--- config.mk ---
export PLATFORM = sky130hd
export DESIGN_NAME = servo_command_frame_encoder_unit
export DESIGN_NICKNAME = d
export VERILOG_FILES = /design/src/scf_pkg.sv /design/src/servo_command_frame_encoder_unit.sv /design/src/scf_frame_builder.sv
export SDC_FILE = /design/constraint.sdc
export NUM_CORES = 1
export LEC_CHECK = 0
export ABC_AREA = 1
export BUFFER_PORTS_ARGS = -buffer_cell sky130_fd_sc_hd__buf_2
export CORE_MARGIN = 3
export CORE_UTILIZATION = 50
export DETAILED_ROUTE_END_ITERATION = 10
export GPL_ROUTABILITY_DRIVEN = 0
export GPL_TIMING_DRIVEN = 0
export PLACE_DENSITY = 0.68
export SYNTH_ARGS = -nofsm -noshare
export SYNTH_HDL_FRONTEND = slang
export SYNTH_HIERARCHICAL = 1
export SYNTH_SLANG_ARGS = --single-unit
--- constraint.sdc ---
create_clock -name clk -period 11 [get_ports clk]
set_input_delay 0.55 -clock clk [delete_from_list [all_inputs] [get_ports clk]]
set_output_delay 0.55 -clock clk [all_outputs]
set_load 0.05 [all_outputs]
--- src/scf_pkg.sv ---
// ----------------------------------------------------------------------------
// scf_pkg
// Shared types and constants for the servo command frame encoder.
// ----------------------------------------------------------------------------
package scf_pkg;

  localparam logic [7:0]  FRAME_HEAD    = 8'h55;
  localparam logic [7:0]  CMD_MOVE      = 8'd1;
  localparam logic [7:0]  CMD_STOP      = 8'd12;
  localparam logic [7:0]  LEN_MOVE      = 8'd7;   // four parameters plus overhead
  localparam logic [7:0]  LEN_STOP      = 8'd3;
  localparam logic [15:0] ANGLE_MAX_Q8  = 16'd61440;
  localparam logic [20:0] ROUND_OFFSET  = 21'd768;
  localparam logic [15:0] RECIP_3       = 16'd43691;  // ceil(2^17 / 3)
  localparam int          RECIP_SHIFT   = 17;

  // byte positions within a frame
  localparam logic [3:0]  POS_HEAD0     = 4'd0;
  localparam logic [3:0]  POS_HEAD1     = 4'd1;
  localparam logic [3:0]  POS_ID        = 4'd2;
  localparam logic [3:0]  POS_LEN       = 4'd3;
  localparam logic [3:0]  POS_CMD       = 4'd4;
  localparam logic [3:0]  POS_P0        = 4'd5;
  localparam logic [3:0]  POS_P1        = 4'd6;
  localparam logic [3:0]  POS_P2        = 4'd7;
  localparam logic [3:0]  POS_P3        = 4'd8;
  localparam logic [3:0]  POS_LAST_MOVE = 4'd9;
  localparam logic [3:0]  POS_LAST_STOP = 4'd5;

  typedef enum logic {
    MODE_MOVE = 1'b0,
    MODE_STOP = 1'b1
  } mode_t;

  // one encoded command, ready to be sent byte by byte
  typedef struct packed {
    logic        valid;
    logic        stop;
    logic [7:0]  servo_id;
    logic [7:0]  raw_lo;
    logic [7:0]  raw_hi;
    logic [15:0] time_ms;
    logic [7:0]  chk;
  } frame_t;

endpackage

--- src/servo_command_frame_encoder_unit.sv ---
// ----------------------------------------------------------------------------
// servo_command_frame_encoder_unit
// Turns one servo command into the bytes of its serial bus frame.
// ----------------------------------------------------------------------------
// Input channel (in_valid/in_ready): one command per transfer: mode, servo id,
// angle in Q8 degrees and move time. Output channel (out_valid/out_ready):
// one frame byte per transfer, out_frame_end high on the checksum byte.
// A move command gives 10 bytes, a stop command 6 bytes.
// A command is loaded into the angle scaling stage when it is accepted,
// then moves on to the checksum stage, from which its bytes are loaded into
// the output register; a stall can hold it at each step. Throughput is set
// by the byte sequencer, which sends one byte per cycle unless out_ready
// stalls it; frames follow back to back with no gap when the next command
// already waits in the scaling stage. While a frame is being sent from the
// checksum stage, one more command can wait in the scaling stage; once it
// is taken in_ready drops until the current frame's last byte is loaded.
// Reset empties the pipeline and the output register; no byte is presented
// until a new command arrives. When the receiver stalls, the current byte
// holds on the output and the pipeline fills, then in_ready drops.
// ----------------------------------------------------------------------------
module servo_command_frame_encoder_unit (
  input  logic        clk,
  input  logic        rst_n,
  input  logic        in_valid,
  output logic        in_ready,
  input  logic        in_mode,
  input  logic [7:0]  in_servo_id,
  input  logic [23:0] in_angle_q8,
  input  logic [15:0] in_move_time_ms,
  output logic        out_valid,
  input  logic        out_ready,
  output logic [7:0]  out_tx_byte,
  output logic        out_frame_end
);
  import scf_pkg::*;

  frame_t      frm;
  logic        frm_take;
  logic        load;
  logic        last;
  logic [7:0]  byte_sel;
  logic [3:0]  idx_r, idx_nxt;
  logic        out_valid_r, out_valid_nxt;
  logic [7:0]  out_tx_byte_r;
  logic        out_frame_end_r;

  scf_frame_builder u_builder (
    .clk             (clk),
    .rst_n           (rst_n),
    .in_valid        (in_valid),
    .in_ready        (in_ready),
    .in_mode         (in_mode),
    .in_servo_id     (in_servo_id),
    .in_angle_q8     (in_angle_q8),
    .in_move_time_ms (in_move_time_ms),
    .frm             (frm),
    .frm_take        (frm_take)
  );

  assign load     = frm.valid && (!out_valid_r || out_ready);
  assign last     = (idx_r == (frm.stop ? POS_LAST_STOP : POS_LAST_MOVE));
  assign frm_take = load && last;

  always_comb begin
    unique case (idx_r)
      POS_HEAD0, POS_HEAD1: byte_sel = FRAME_HEAD;
      POS_ID:               byte_sel = frm.servo_id;
      POS_LEN:              byte_sel = frm.stop ? LEN_STOP : LEN_MOVE;
      POS_CMD:              byte_sel = frm.stop ? CMD_STOP : CMD_MOVE;
      POS_P0:               byte_sel = frm.stop ? frm.chk : frm.raw_lo;
      POS_P1:               byte_sel = frm.raw_hi;
      POS_P2:               byte_sel = frm.time_ms[7:0];
      POS_P3:               byte_sel = frm.time_ms[15:8];
      default:              byte_sel = frm.chk;
    endcase
  end

  always_comb begin
    idx_nxt       = idx_r;
    out_valid_nxt = out_valid_r;
    if (load) begin
      idx_nxt       = last ? POS_HEAD0 : idx_r + 4'd1;
      out_valid_nxt = 1'b1;
    end else if (out_ready) begin
      out_valid_nxt = 1'b0;
    end
  end

  always_ff @(posedge clk) begin
    if (!rst_n) begin
      idx_r       <= POS_HEAD0;
      out_valid_r <= 1'b0;
    end else begin
      idx_r       <= idx_nxt;
      out_valid_r <= out_valid_nxt;
    end
  end

  always_ff @(posedge clk) begin
    if (load) begin
      out_tx_byte_r   <= byte_sel;
      out_frame_end_r <= last;
    end
  end

  assign out_valid     = out_valid_r;
  assign out_tx_byte   = out_tx_byte_r;
  assign out_frame_end = out_frame_end_r;

endmodule

--- src/scf_frame_builder.sv ---
// ----------------------------------------------------------------------------
// scf_frame_builder
// Two-stage pipeline that scales the angle and forms the frame checksum.
// ----------------------------------------------------------------------------
module scf_frame_builder (
  input  logic            clk,
  input  logic            rst_n,
  input  logic            in_valid,
  output logic            in_ready,
  input  logic            in_mode,
  input  logic [7:0]      in_servo_id,
  input  logic [23:0]     in_angle_q8,
  input  logic [15:0]     in_move_time_ms,
  output scf_pkg::frame_t frm,
  input  logic            frm_take
);
  import scf_pkg::*;

  // stage a: clamp, scale by 25, round and drop the power-of-two part
  logic        a_valid_r, a_valid_nxt;
  logic        a_stop_r;
  logic [7:0]  a_id_r;
  logic [15:0] a_time_r;
  logic [11:0] a_y_r, a_y_nxt;

  // stage b: finished frame fields
  logic        b_valid_r, b_valid_nxt;
  logic        b_stop_r;
  logic [7:0]  b_id_r, b_raw_lo_r, b_raw_hi_r, b_chk_r;
  logic [15:0] b_time_r;

  logic        a_adv;
  logic [15:0] clamp_a;
  logic [20:0] scaled;
  logic [27:0] prod;
  logic [9:0]  raw;
  logic [7:0]  sum;

  assign a_adv    = a_valid_r && (!b_valid_r || frm_take);
  assign in_ready = !a_valid_r || a_adv;

  always_comb begin
    if (in_angle_q8[23]) begin
      clamp_a = '0;
    end else if (in_angle_q8[22:0] > {7'd0, ANGLE_MAX_Q8}) begin
      clamp_a = ANGLE_MAX_Q8;
    end else begin
      clamp_a = in_angle_q8[15:0];
    end
    scaled  = ({5'd0, clamp_a} << 4) + ({5'd0, clamp_a} << 3) + {5'd0, clamp_a}
              + ROUND_OFFSET;
    a_y_nxt = scaled[20:9];
  end

  // floor(y / 3) by reciprocal, exact for y below 2^15
  always_comb begin
    prod = {16'd0, a_y_r} * {12'd0, RECIP_3};
    raw  = prod[RECIP_SHIFT +: 10];
    if (a_stop_r) begin
      sum = a_id_r + LEN_STOP + CMD_STOP;
    end else begin
      sum = a_id_r + LEN_MOVE + CMD_MOVE + raw[7:0] + {6'd0, raw[9:8]}
            + a_time_r[7:0] + a_time_r[15:8];
    end
  end

  always_comb begin
    a_valid_nxt = a_valid_r;
    if (in_valid && in_ready) begin
      a_valid_nxt = 1'b1;
    end else if (a_adv) begin
      a_valid_nxt = 1'b0;
    end
    b_valid_nxt = b_valid_r;
    if (a_adv) begin
      b_valid_nxt = 1'b1;
    end else if (frm_take) begin
      b_valid_nxt = 1'b0;
    end
  end

  always_ff @(posedge clk) begin
    if (!rst_n) begin
      a_valid_r <= 1'b0;
      b_valid_r <= 1'b0;
    end else begin
      a_valid_r <= a_valid_nxt;
      b_valid_r <= b_valid_nxt;
    end
  end

  always_ff @(posedge clk) begin
    if (in_valid && in_ready) begin
      a_stop_r <= (in_mode == MODE_STOP);
      a_id_r   <= in_servo_id;
      a_time_r <= in_move_time_ms;
      a_y_r    <= a_y_nxt;
    end
    if (a_adv) begin
      b_stop_r   <= a_stop_r;
      b_id_r     <= a_id_r;
      b_time_r   <= a_time_r;
      b_raw_lo_r <= raw[7:0];
      b_raw_hi_r <= {6'd0, raw[9:8]};
      b_chk_r    <= ~sum;
    end
  end

  always_comb begin
    frm.valid    = b_valid_r;
    frm.stop     = b_stop_r;
    frm.servo_id = b_id_r;
    frm.raw_lo   = b_raw_lo_r;
    frm.raw_hi   = b_raw_hi_r;
    frm.time_ms  = b_time_r;
    frm.chk      = b_chk_r;
  end

endmodule

==> results.py, run 1 <==
metrics = {
    "synthesis": {
        "seq_area_frac_synth_pct": 31.33,
        "synth-seq-cells": 96,
        "ys_async_sr_fraction_pct": 0,
        "post_synth_num_cell_types": 42,
        "post_synth.cell_area_avg_sq_um": 8.977,
        "syn-cell-area_sq_mm": 0.008977,
        "syn-instance-count": 1000,
        "synth_flop_cell": "sky130_fd_sc_hd__edfxtp_1",
        "synth_edf_count": 89,
        "synth.yosys.warnings": 6,
    },
    "run_status": {
        "result_of_the_run": "complete, no violations",
    },
    "clock_network": {
        "post_cts.resized_instances": 0,
        "clkLatencyLatePin_ns": 0.35,
        "cts_hold_buffers": 0,
        "cts.reportedPaths.clkPinSlew_ns": 0.07,
        "cts_num_sinks": 96,
        "cts-root-buf": "sky130_fd_sc_hd__clkbuf_16",
        "cts_made_buffers": 9,
        "clock_tree_from_tritoncts": "done",
        "buffer_count_from_post_cts_setup_fixing": 0,
        "clockBufferDepth": 2,
        "htree_num_levels": 3,
    },
    "route": {
        "first_pass_iters": 7,
        "dr.first_iter.drc_count": 484,
        "via_count": 6510,
        "avgViaCountPerCell": 4.966,
        "detail_route.drc_violations": 0,
        "detail-route-antenna-nets": 0,
        "avgRoutedWirePerCell_um": 13.49,
        "wl_um": 17690,
    },
    "finish": {
        "antennaDiodeCount": 0,
        "areaGrowthSynthToFinish_pct": 10.84,
        "final_net_count": 1323,
        "layout-drive-gt1-share_pct": 10.68,
    },
    "worst_hold_path": {
        "hold_class": "in2reg",
    },
    "floorplanning": {
        "fp.dieW_um": 140.0,
        "coreArea_sq_mm": 0.01742,
        "chipHeight_um": 140.0,
        "floorplan_die_area_sq_mm": 0.01960,
        "placementRows": 48,
        "initial_core_util_pct": 51.54,
        "io-pin-count": 64,
    },
    "sta": {
        "share_of_the_clock_period_used_by_the_worst_path_pct": 68.54,
        "achievable-frequency_mhz": 132.6,
        "final.setup_skew_ns": 0.008381,
        "final_hold_viol_count": 0,
        "worst_pin_slew_ns": 1.292,
        "timing.max_slew.rel_slack_pct": 13.88,
        "timing.final.max_slew_violations": 0,
        "rsz0062_at_grt": "false",
        "setup_viol": 0,
        "fin_setup_tns_ns": 0,
        "finalCriticalPeriod_ns": 7.540,
        "worst_slack_ns": 3.460,
    },
    "worst_setup_path": {
        "timing.critical_path.to_type": "register",
        "crit_type": "reg2reg",
        "slowest_stage": "sky130_fd_sc_hd__fa_1",
        "critical_path_arrival_ns": 7.64,
        "required_time_of_the_worst_setup_path_ns": 11.10,
        "cp_common_cell": "sky130_fd_sc_hd__inv_1",
        "critPathMaxFanout": 7,
        "critical_path.max_stage_delay_ns": 0.60,
        "setup_crit_start_kind": "register",
    },
    "grt": {
        "globalRouteOverflowTotal": 0,
        "grt_usage_pct": 19.00,
        "vias_in_the_first_global_route": 6394,
        "grt_pass1_wl_um": 30080,
        "largest_net_degree_at_the_start_of_global_routing": 27,
        "grt_antenna_before_repair": 1,
    },
    "placement": {
        "preCtsSetupSlack_ns": 3.453,
        "portBuffers": 63,
        "detailedPlacementHpwl_um": 14960,
    },
    "flow_run": {
        "total_of_max_cap_violations": 0,
    },
}
-- kinds of logic (layout without fill, tap and decap cells) --
| logic type | Yosys count | in the layout | synth area share [%] |
|---|---|---|---|
| DFF | 96 | 96 | 31.33 |
| buffers and inverters | 213 | 294 | 9.282 |
| xor gates and xnor gates | 26 | 26 | 2.537 |
| adders and majority gates | 189 | 189 | 32.36 |
| other | 1 | 6 | 0.04177 |
| and+or+nand+nor | 363 | 363 | 17.35 |
| AOI/OAI and AO/OA | 112 | 112 | 7.094 |
-- synth_stat cells, types with 2 or more instances --
| cell | instances | area, sq um |
|---|---|---|
| sky130_fd_sc_hd__dfxtp_1 | 7 | 140.1 |
| sky130_fd_sc_hd__clkbuf_1 | 3 | 11.26 |
| sky130_fd_sc_hd__o21bai_1 | 3 | 22.52 |
| sky130_fd_sc_hd__a31o_2 | 2 | 17.52 |
| sky130_fd_sc_hd__inv_1 | 196 | 735.7 |
| sky130_fd_sc_hd__a21oi_1 | 50 | 250.2 |
| sky130_fd_sc_hd__buf_4 | 8 | 60.06 |
| sky130_fd_sc_hd__xnor2_1 | 9 | 78.83 |
| sky130_fd_sc_hd__nor2_1 | 64 | 240.2 |
| sky130_fd_sc_hd__nand4_1 | 7 | 43.79 |
| sky130_fd_sc_hd__o21ai_1 | 2 | 10.01 |
| sky130_fd_sc_hd__nand2_2 | 3 | 18.77 |
| sky130_fd_sc_hd__nor2_2 | 2 | 12.51 |
| sky130_fd_sc_hd__ha_1 | 117 | 1464 |
| sky130_fd_sc_hd__buf_2 | 3 | 15.01 |
| sky130_fd_sc_hd__inv_2 | 3 | 11.26 |
| sky130_fd_sc_hd__nand2_1 | 204 | 765.7 |
| sky130_fd_sc_hd__edfxtp_1 | 89 | 2673 |
| sky130_fd_sc_hd__or2_2 | 2 | 12.51 |
| sky130_fd_sc_hd__fa_1 | 72 | 1441 |
| sky130_fd_sc_hd__o21a_1 | 4 | 30.03 |
| sky130_fd_sc_hd__xor2_1 | 17 | 148.9 |
| sky130_fd_sc_hd__a21o_1 | 9 | 67.56 |
| sky130_fd_sc_hd__nand3_1 | 59 | 295.3 |
| sky130_fd_sc_hd__nor4_1 | 4 | 25.02 |
| sky130_fd_sc_hd__o21ai_0 | 31 | 155.2 |
| sky130_fd_sc_hd__nor3_1 | 9 | 45.04 |
| sky130_fd_sc_hd__a31oi_1 | 4 | 25.02 |
| sky130_fd_sc_hd__nor2_4 | 4 | 45.04 |
-- sequential cells by signal, summed over array words and instances, names as in the netlist, 2 cells and up --
signal	cells
u_builder/a_id_r	8
u_builder/b_time_r	16
out_tx_byte	8
u_builder/b_chk_r	8
idx_r	4
u_builder/b_raw_hi_r	2
u_builder/b_id_r	8
u_builder/a_time_r	16
u_builder/a_y_r	12
u_builder/b_raw_lo_r	8
-- layout make-up --
type | count | area, sq um
Clock inverter | 7 | 73.82
Sequential cell | 96 | 2813
Tap cell | 225 | 281.5
Clock buffer | 9 | 225.2
Buffer | 14 | 86.33
Inverter | 199 | 747.0
Fill cell | 1566 | 7466
Timing Repair Buffer | 65 | 362.8
Multi-Input combinational cell | 696 | 5361
-- critical path: cells and delay by family (launching register included) --
kind | cells | cell delay, ns
adder cells (fa/ha/maj) | 10 | 4.30
buffers and inverters | 9 | 0.73
AO/OA/AOI/OAI | 5 | 0.68
XOR/XNOR | 2 | 0.59
AND/OR/NAND/NOR | 7 | 0.52
flip-flops | 1 | 0.45
-- path summary, 6_finish.rpt --
kind / slack [ns] / start / end / cells after the start
max: 3.46 / u_builder/a_y_r[6] / u_builder/b_chk_r[7] / 33
min: 0.37 / in_move_time_ms[15] / u_builder/a_time_r[15] / 1
max reg2reg: 3.46 / u_builder/a_y_r[6] / u_builder/b_chk_r[7] / 33
min reg2reg: 0.45 / u_builder/a_time_r[3] / u_builder/b_time_r[3] / 0
-- per-stage QoR --
step                      cell area, sq um  cells  utilization [%]  hold slack (ns)
after floorplan                       8996   1005                -           0.4264
after global placement                9593   1293            55.08           0.4311
final                                 9951   1311            57.13           0.3662
after detailed placement              9652   1295            55.42           0.4352
after global routing                  9951   1311            57.13           0.3534
after CTS                             9951   1311            57.13           0.3513
-- routing by layer --
layer	share of wire (%)	global-route usage, %
met3	4.9	3.175
met1	49	27.37
met4	1.4	4.793
met2	45	30.18
met5	0.073	0
-- layout by cell type, fill, tap and decap left out, drive strengths merged, types with 4 or more instances in the layout --
cell      n
a21o      9
a21oi    51
a31oi     4
buf      76
clkbuf   12
conb      6
dfxtp     7
edfxtp   89
fa       72
ha      117
inv     203
nand2   208
nand3    60
nand4     7
nor2     70
nor3     10
nor4      4
o21a      4
o21ai    33
o21bai    4
xnor2     9
xor2     17
Power of run 1 is left out: the tool's default activity adds up to more than one toggle a clock period on the data nets, which glitch-free logic cannot reach.
==> run 2, diff against run 1 <==
==> constraint.sdc (replaced) <==
create_clock -name clk -period 7.7 [get_ports clk]
set_input_delay 0.385 -clock clk [delete_from_list [all_inputs] [get_ports clk]]
set_output_delay 0.385 -clock clk [all_outputs]
set_load 0.05 [all_outputs]
==> run 2 against run 1 <==
Against the previous run: worst setup slack lost 3.0 ns; cell count increased by 0.46%; global-route usage did not move; critical endpoint unchanged; clock skew grew 0.00073 ns; sequential cell count is the same; hold slack lost 0.17 ns.
==> results.py, run 2 (same netlist as run 1, synthesis figures left out) <==
metrics = {
    "floorplanning": {
        "coreArea_sq_mm": 0.01742,
        "placementRows": 48,
        "initial_core_util_pct": 51.54,
        "io-pin-count": 64,
        "fp.dieW_um": 140.0,
        "floorplan_die_area_sq_mm": 0.01960,
        "chipHeight_um": 140.0,
    },
    "clock_network": {
        "cts_made_buffers": 9,
        "htree_num_levels": 3,
        "clkLatencyLatePin_ns": 0.35,
        "clockBufferDepth": 2,
        "cts-root-buf": "sky130_fd_sc_hd__clkbuf_16",
        "clock_tree_from_tritoncts": "done",
        "cts_num_sinks": 96,
        "cts.reportedPaths.clkPinSlew_ns": 0.08,
    },
    "worst_setup_path": {
        "cp_common_cell": "sky130_fd_sc_hd__inv_1",
        "critPathMaxFanout": 7,
        "timing.critical_path.to_type": "register",
        "required_time_of_the_worst_setup_path_ns": 7.80,
        "setup_crit_start_kind": "register",
        "critical_path_arrival_ns": 7.34,
        "reg_to_reg_setup_timing_slack_ns": 0.46,
        "critical_path.max_stage_delay_ns": 0.57,
        "crit_type": "reg2reg",
        "slowest_stage": "sky130_fd_sc_hd__fa_2",
    },
    "finish": {
        "fillerInstances": 1561,
        "layout_common_cells": "sky130_fd_sc_hd__nand2_1 (204), sky130_fd_sc_hd__inv_1 (195), sky130_fd_sc_hd__ha_1 (115), sky130_fd_sc_hd__edfxtp_1 (89), sky130_fd_sc_hd__fa_1 (71)",
        "postLayoutCellArea_sq_mm": 0.01003,
        "multi_input_area_sq_mm": 0.005393,
        "antennaDiodeCount": 0,
        "layout-drive-gt1-share_pct": 11.81,
        "most_common_library_cell_in_the_layout_ignoring_fill_and_taps": "sky130_fd_sc_hd__nand2_1",
        "largestRegisters": "u_builder/a_time_r (16), u_builder/b_time_r (16), u_builder/a_y_r (12)",
        "final_net_count": 1329,
        "areaGrowthSynthToFinish_pct": 11.69,
        "reg_area_sq_mm": 0.002813,
    },
    "sta": {
        "timing.final.max_slew_violations": 0,
        "timing.max_slew.rel_slack_pct": 14.63,
        "hold_slack_final_ns": 0.1997,
        "share_of_the_clock_period_used_by_the_worst_path_pct": 93.98,
        "final_hold_viol_count": 0,
        "finalCriticalPeriod_ns": 7.237,
        "achievable-frequency_mhz": 138.2,
        "final.setup_skew_ns": 0.009109,
        "worst_pin_slew_ns": 1.280,
        "setup_viol": 0,
        "fin_setup_tns_ns": 0,
    },
    "placement": {
        "detailedPlacementHpwl_um": 14960,
        "portBuffers": 63,
        "dpl-instance-area_sq_mm": 0.009652,
    },
    "route": {
        "first_pass_iters": 5,
        "avgRoutedWirePerCell_um": 13.54,
        "wl_um": 17830,
        "detail-route-antenna-nets": 0,
        "detail_route.drc_violations": 0,
        "via_count": 6565,
        "avgViaCountPerCell": 4.985,
        "dr.first_iter.drc_count": 388,
    },
    "grt": {
        "grt_antenna_before_repair": 1,
        "largest_net_degree_at_the_start_of_global_routing": 27,
        "globalRouteOverflowTotal": 0,
        "grt_pass1_wl_um": 30080,
        "vias_in_the_first_global_route": 6394,
        "grt_usage_pct": 19.00,
    },
    "run_status": {
        "result_of_the_run": "complete, no violations",
    },
    "flow_run": {
        "total_of_max_cap_violations": 0,
    },
    "worst_hold_path": {
        "hold_class": "in2reg",
    },
}
## run 2: area by class of cell
type | instances | share of cell area [%]
Buffer | 14 | 0.8610
Clock buffer | 9 | 2.246
Clock inverter | 7 | 0.7362
Inverter | 199 | 7.449
Multi-Input combinational cell | 696 | 53.78
Sequential cell | 96 | 28.05
Tap cell | 225 | 2.808
Timing Repair Buffer | 71 | 4.068
## run 2: layer usage
layer	share of wire, %	track usage [%]	up-vias
met5	0.073	0	-
met4	1.5	4.793	2
met3	4.5	3.175	21
met2	45	30.18	147
met1	49	27.37	2993
li1	-	-	3402
## run 2: path summary, 6_finish.rpt
| kind | depth (start not counted) | startpoint | to |
|---|---|---|---|
| hold reg to reg | 0 | u_builder/a_time_r[3] | u_builder/b_time_r[3] |
| hold / removal | 1 | in_move_time_ms[6] | u_builder/a_time_r[6] |
| setup / recovery | 33 | u_builder/a_y_r[6] | u_builder/b_chk_r[7] |
| setup reg to reg | 33 | u_builder/a_y_r[6] | u_builder/b_chk_r[7] |
## run 2: stage by stage
step	cells	worst slack, ns	utilization, %
2_1_floorplan	1005	0.7563	-
3_3_place_gp	1293	0.2069	55.08
3_5_place_dp	1295	0.1532	55.42
4_1_cts	1311	0.1229	57.13
5_1_grt	1317	-0.01987	57.57
6_report	1317	0.4632	57.57
## run 2: critical path: cells and delay by family, from the launching register on
| family | cells | cell delay [ns] |
|---|---|---|
| AO/OA/AOI/OAI | 5 | 0.66 |
| flip-flops | 1 | 0.44 |
| buffers and inverters | 9 | 0.65 |
| adder cells (fa/ha/maj) | 10 | 4.28 |
| AND/OR/NAND/NOR | 7 | 0.52 |
| XOR/XNOR | 2 | 0.40 |
## run 2: repair_timing
item / 4_1_cts / 5_1_grt
hold buffers: 0 / 0
endpoints found under the hold margin: 0 / 0
setup buffers: 0 / 6
resized for setup: 0 / 7
setup endpoints to repair: 0 / 1
Power of run 2 is left out for the same reason.
==> run 3, diff against run 2 <==
--- a/config.mk
+++ b/config.mk
@@ -15,5 +15,4 @@
 export PLACE_DENSITY = 0.68
 export SYNTH_ARGS = -nofsm -noshare
 export SYNTH_HDL_FRONTEND = slang
-export SYNTH_HIERARCHICAL = 1
 export SYNTH_SLANG_ARGS = --single-unit
==> run 3 against run 2 <==
Against the previous run: the flow now finishes with violations (setup timing); die area down 3.8%; via count down 1.9%; wire length up 1.9%; register-to-register slack worse by 0.58 ns; hold slack better by 0.0068 ns; worst setup slack worse by 0.58 ns; area after synthesis down 4.0%; synthesized cell count down 8.0%; first-iteration DRC count up 25%; clock-buffer cell count up 2; cell count down 5.2%; sequential share of layout area about the same; critical endpoint is now u_builder.b_chk_r[7].
==> results.py, run 3 <==
metrics = {
    "synthesis": {
        "synth.cells.most_frequent": "sky130_fd_sc_hd__inv_1 (199), sky130_fd_sc_hd__nand2_1 (146), sky130_fd_sc_hd__ha_1 (117), sky130_fd_sc_hd__edfxtp_1 (89), sky130_fd_sc_hd__fa_1 (72)",
        "post_synth.cell_area_avg_sq_um": 9.370,
        "seq_area_frac_synth_pct": 32.63,
        "synth_edf_count": 89,
        "ys_async_sr_fraction_pct": 0,
        "syn-cell-area_sq_mm": 0.008621,
        "synth-seq-cells": 96,
        "syn-instance-count": 920,
        "yosys.cell_count.top_type": "sky130_fd_sc_hd__inv_1",
        "synth_flop_cell": "sky130_fd_sc_hd__edfxtp_1",
        "yosys.area.top_type_share_pct": 31.00,
        "syn-num-nets": 1162,
        "post_synth_num_cell_types": 47,
        "yosys.area.top_type": "sky130_fd_sc_hd__edfxtp_1",
        "synth.yosys.warnings": 0,
        "synth.top_cells.by_area": "sky130_fd_sc_hd__edfxtp_1 (31%), sky130_fd_sc_hd__ha_1 (17%), sky130_fd_sc_hd__fa_1 (17%)",
    },
    "sta": {
        "final.setup_skew_ns": 0.006313,
        "worst_pin_slew_ns": 0.8610,
        "rsz0062_at_grt": "true",
        "final_hold_viol_count": 0,
        "fin_setup_tns_ns": -0.1779,
        "share_of_the_clock_period_used_by_the_worst_path_pct": 101.5,
        "timing.max_slew.rel_slack_pct": 42.51,
        "achievable-frequency_mhz": 127.9,
        "setup_viol": 2,
        "finalCriticalPeriod_ns": 7.818,
        "timing.final.max_slew_violations": 0,
        "worst_slack_ns": -0.1184,
    },
    "clock_network": {
        "cts_hold_buffers": 0,
        "clock_tree_from_tritoncts": "done",
        "cts_num_sinks": 96,
        "clockBufferDepth": 2,
        "clkLatencyLatePin_ns": 0.35,
        "htree_num_levels": 3,
        "cts-root-buf": "sky130_fd_sc_hd__clkbuf_16",
        "cts.reportedPaths.clkPinSlew_ns": 0.07,
        "cts_made_buffers": 9,
    },
    "grt": {
        "globalRouteOverflowTotal": 0,
        "grt_antenna_before_repair": 0,
        "vias_in_the_first_global_route": 6256,
        "grt_usage_pct": 20.28,
        "largest_net_degree_at_the_start_of_global_routing": 38,
        "grt_pass1_wl_um": 29630,
    },
    "worst_setup_path": {
        "setup_crit_start_kind": "register",
        "critical_path_arrival_ns": 7.92,
        "crit_type": "reg2reg",
        "critPathMaxFanout": 3,
        "timing.critical_path.to_type": "register",
        "slowest_stage": "sky130_fd_sc_hd__fa_2",
        "cp_common_cell": "sky130_fd_sc_hd__inv_2",
        "critical_path.max_stage_delay_ns": 0.61,
        "required_time_of_the_worst_setup_path_ns": 7.80,
    },
    "finish": {
        "final_core_util_pct": 60.03,
        "postLayoutCellArea_sq_mm": 0.01003,
        "final_net_count": 1265,
        "fillerInstances": 1447,
        "most_common_library_cell_in_the_layout_ignoring_fill_and_taps": "sky130_fd_sc_hd__inv_1",
        "areaGrowthSynthToFinish_pct": 16.30,
        "layout-drive-gt1-share_pct": 16.34,
        "antennaDiodeCount": 0,
        "largestRegisters": "u_builder.a_time_r (16), u_builder.b_time_r (16), u_builder.a_y_r (12)",
        "layout_common_cells": "sky130_fd_sc_hd__inv_1 (188), sky130_fd_sc_hd__nand2_1 (142), sky130_fd_sc_hd__ha_1 (105), sky130_fd_sc_hd__edfxtp_1 (89), sky130_fd_sc_hd__fa_1 (70)",
    },
    "route": {
        "avgViaCountPerCell": 5.158,
        "dr.first_iter.drc_count": 484,
        "via_count": 6437,
        "detail-route-antenna-nets": 0,
        "first_pass_iters": 5,
        "wl_um": 18170,
        "avgRoutedWirePerCell_um": 14.56,
        "detail_route.drc_violations": 0,
    },
    "floorplanning": {
        "fp.dieW_um": 137.3,
        "placementRows": 47,
        "coreArea_sq_mm": 0.01670,
        "io-pin-count": 64,
        "chipHeight_um": 137.3,
        "floorplan_die_area_sq_mm": 0.01885,
        "initial_core_util_pct": 51.62,
    },
    "flow_run": {
        "total_of_max_cap_violations": 0,
    },
    "worst_hold_path": {
        "hold_class": "in2reg",
    },
    "placement": {
        "detailedPlacementHpwl_um": 14620,
        "dpl-instance-area_sq_mm": 0.009246,
        "portBuffers": 63,
    },
    "run_status": {
        "result_of_the_run": "complete, but fails checks",
        "failed_checks": "setup timing",
    },
}
==> run 3: cell count changes in the layout (fill, tap and decap cells not counted), moves of 5 or more <==
cell,delta
sky130_fd_sc_hd__conb_1,-6
sky130_fd_sc_hd__ha_4,+10
sky130_fd_sc_hd__buf_4,+12
sky130_fd_sc_hd__nand2_1,-62
sky130_fd_sc_hd__inv_1,-7
sky130_fd_sc_hd__a21o_1,-5
sky130_fd_sc_hd__inv_2,+11
sky130_fd_sc_hd__nand3_1,-26
sky130_fd_sc_hd__o21ai_0,-8
sky130_fd_sc_hd__ha_1,-10
==> run 3: cell families after synthesis <==
family                     synth area share (%)
AOI/OAI and AO/OA                         8.142
and+or+nand+nor                           14.15
buffers and inverters                     8.940
DFF                                       32.63
xor gates and xnor gates                  2.438
adders and majority gates                 33.70
==> run 3: per-stage QoR <==
| step | hold WS, ns | worst slack, ns | cells |
|---|---|---|---|
| 6_report | 0.2066 | -0.1184 | 1248 |
| 5_1_grt | 0.1940 | -0.3752 | 1248 |
| 4_1_cts | 0.1924 | 0.0007878 | 1239 |
| 3_5_place_dp | 0.4323 | -0.9043 | 1204 |
| 3_3_place_gp | 0.4334 | -0.8500 | 1203 |
| 2_1_floorplan | 0.4264 | 0.03860 | 920 |
==> run 3: repair_timing <==
item,in CTS,in global routing
hold endpoints to repair,0,0
endpoints found under the setup margin,6,3
resized for setup,32,24
buffers inserted,19,9
pin swaps,28,31
==> run 3: area by class of cell <==
type                    instances  area, sq um  area share (%)
inverters                     203        762.0           7.600
clock inverters                 5        40.04          0.3993
multi-input cells             619         5334           53.20
repair buffers                 92        560.5           5.591
well taps                     220        275.3           2.746
clock buffers                  11        232.7           2.321
flip-flops and latches         96         2813           28.05
plain buffers                   2        8.758         0.08736
==> run 3: critical path, delay by kind of cell (launching register included) <==
kind	cells	cell delay, ns
flip-flops	1	0.42
XOR/XNOR	2	0.29
adder cells (fa/ha/maj)	11	4.68
AND/OR/NAND/NOR	11	1.23
buffers and inverters	8	0.49
AO/OA/AOI/OAI	4	0.45
==> run 3: final timing paths <==
check                                            from                     to  slack [ns]  depth (start not counted)
worst max-delay path              u_builder.a_y_r[11]   u_builder.b_chk_r[7]       -0.12                         36
worst min register to register  u_builder.a_time_r[4]  u_builder.b_time_r[4]        0.45                          0
worst min-delay path                   in_servo_id[3]    u_builder.a_id_r[3]        0.21                          1
worst max register to register    u_builder.a_y_r[11]   u_builder.b_chk_r[7]       -0.12                         36
==> run 3: metal layers <==
metal	vias to the layer above	part of all wire [%]	global-route usage [%]
met4	0	2.7	7.151
met1	3019	46	28.28
met3	35	4.8	2.739
met5	-	0	0
met2	165	47	32.64
li1	3218	-	-
Power of run 3 is left out for the same reason.
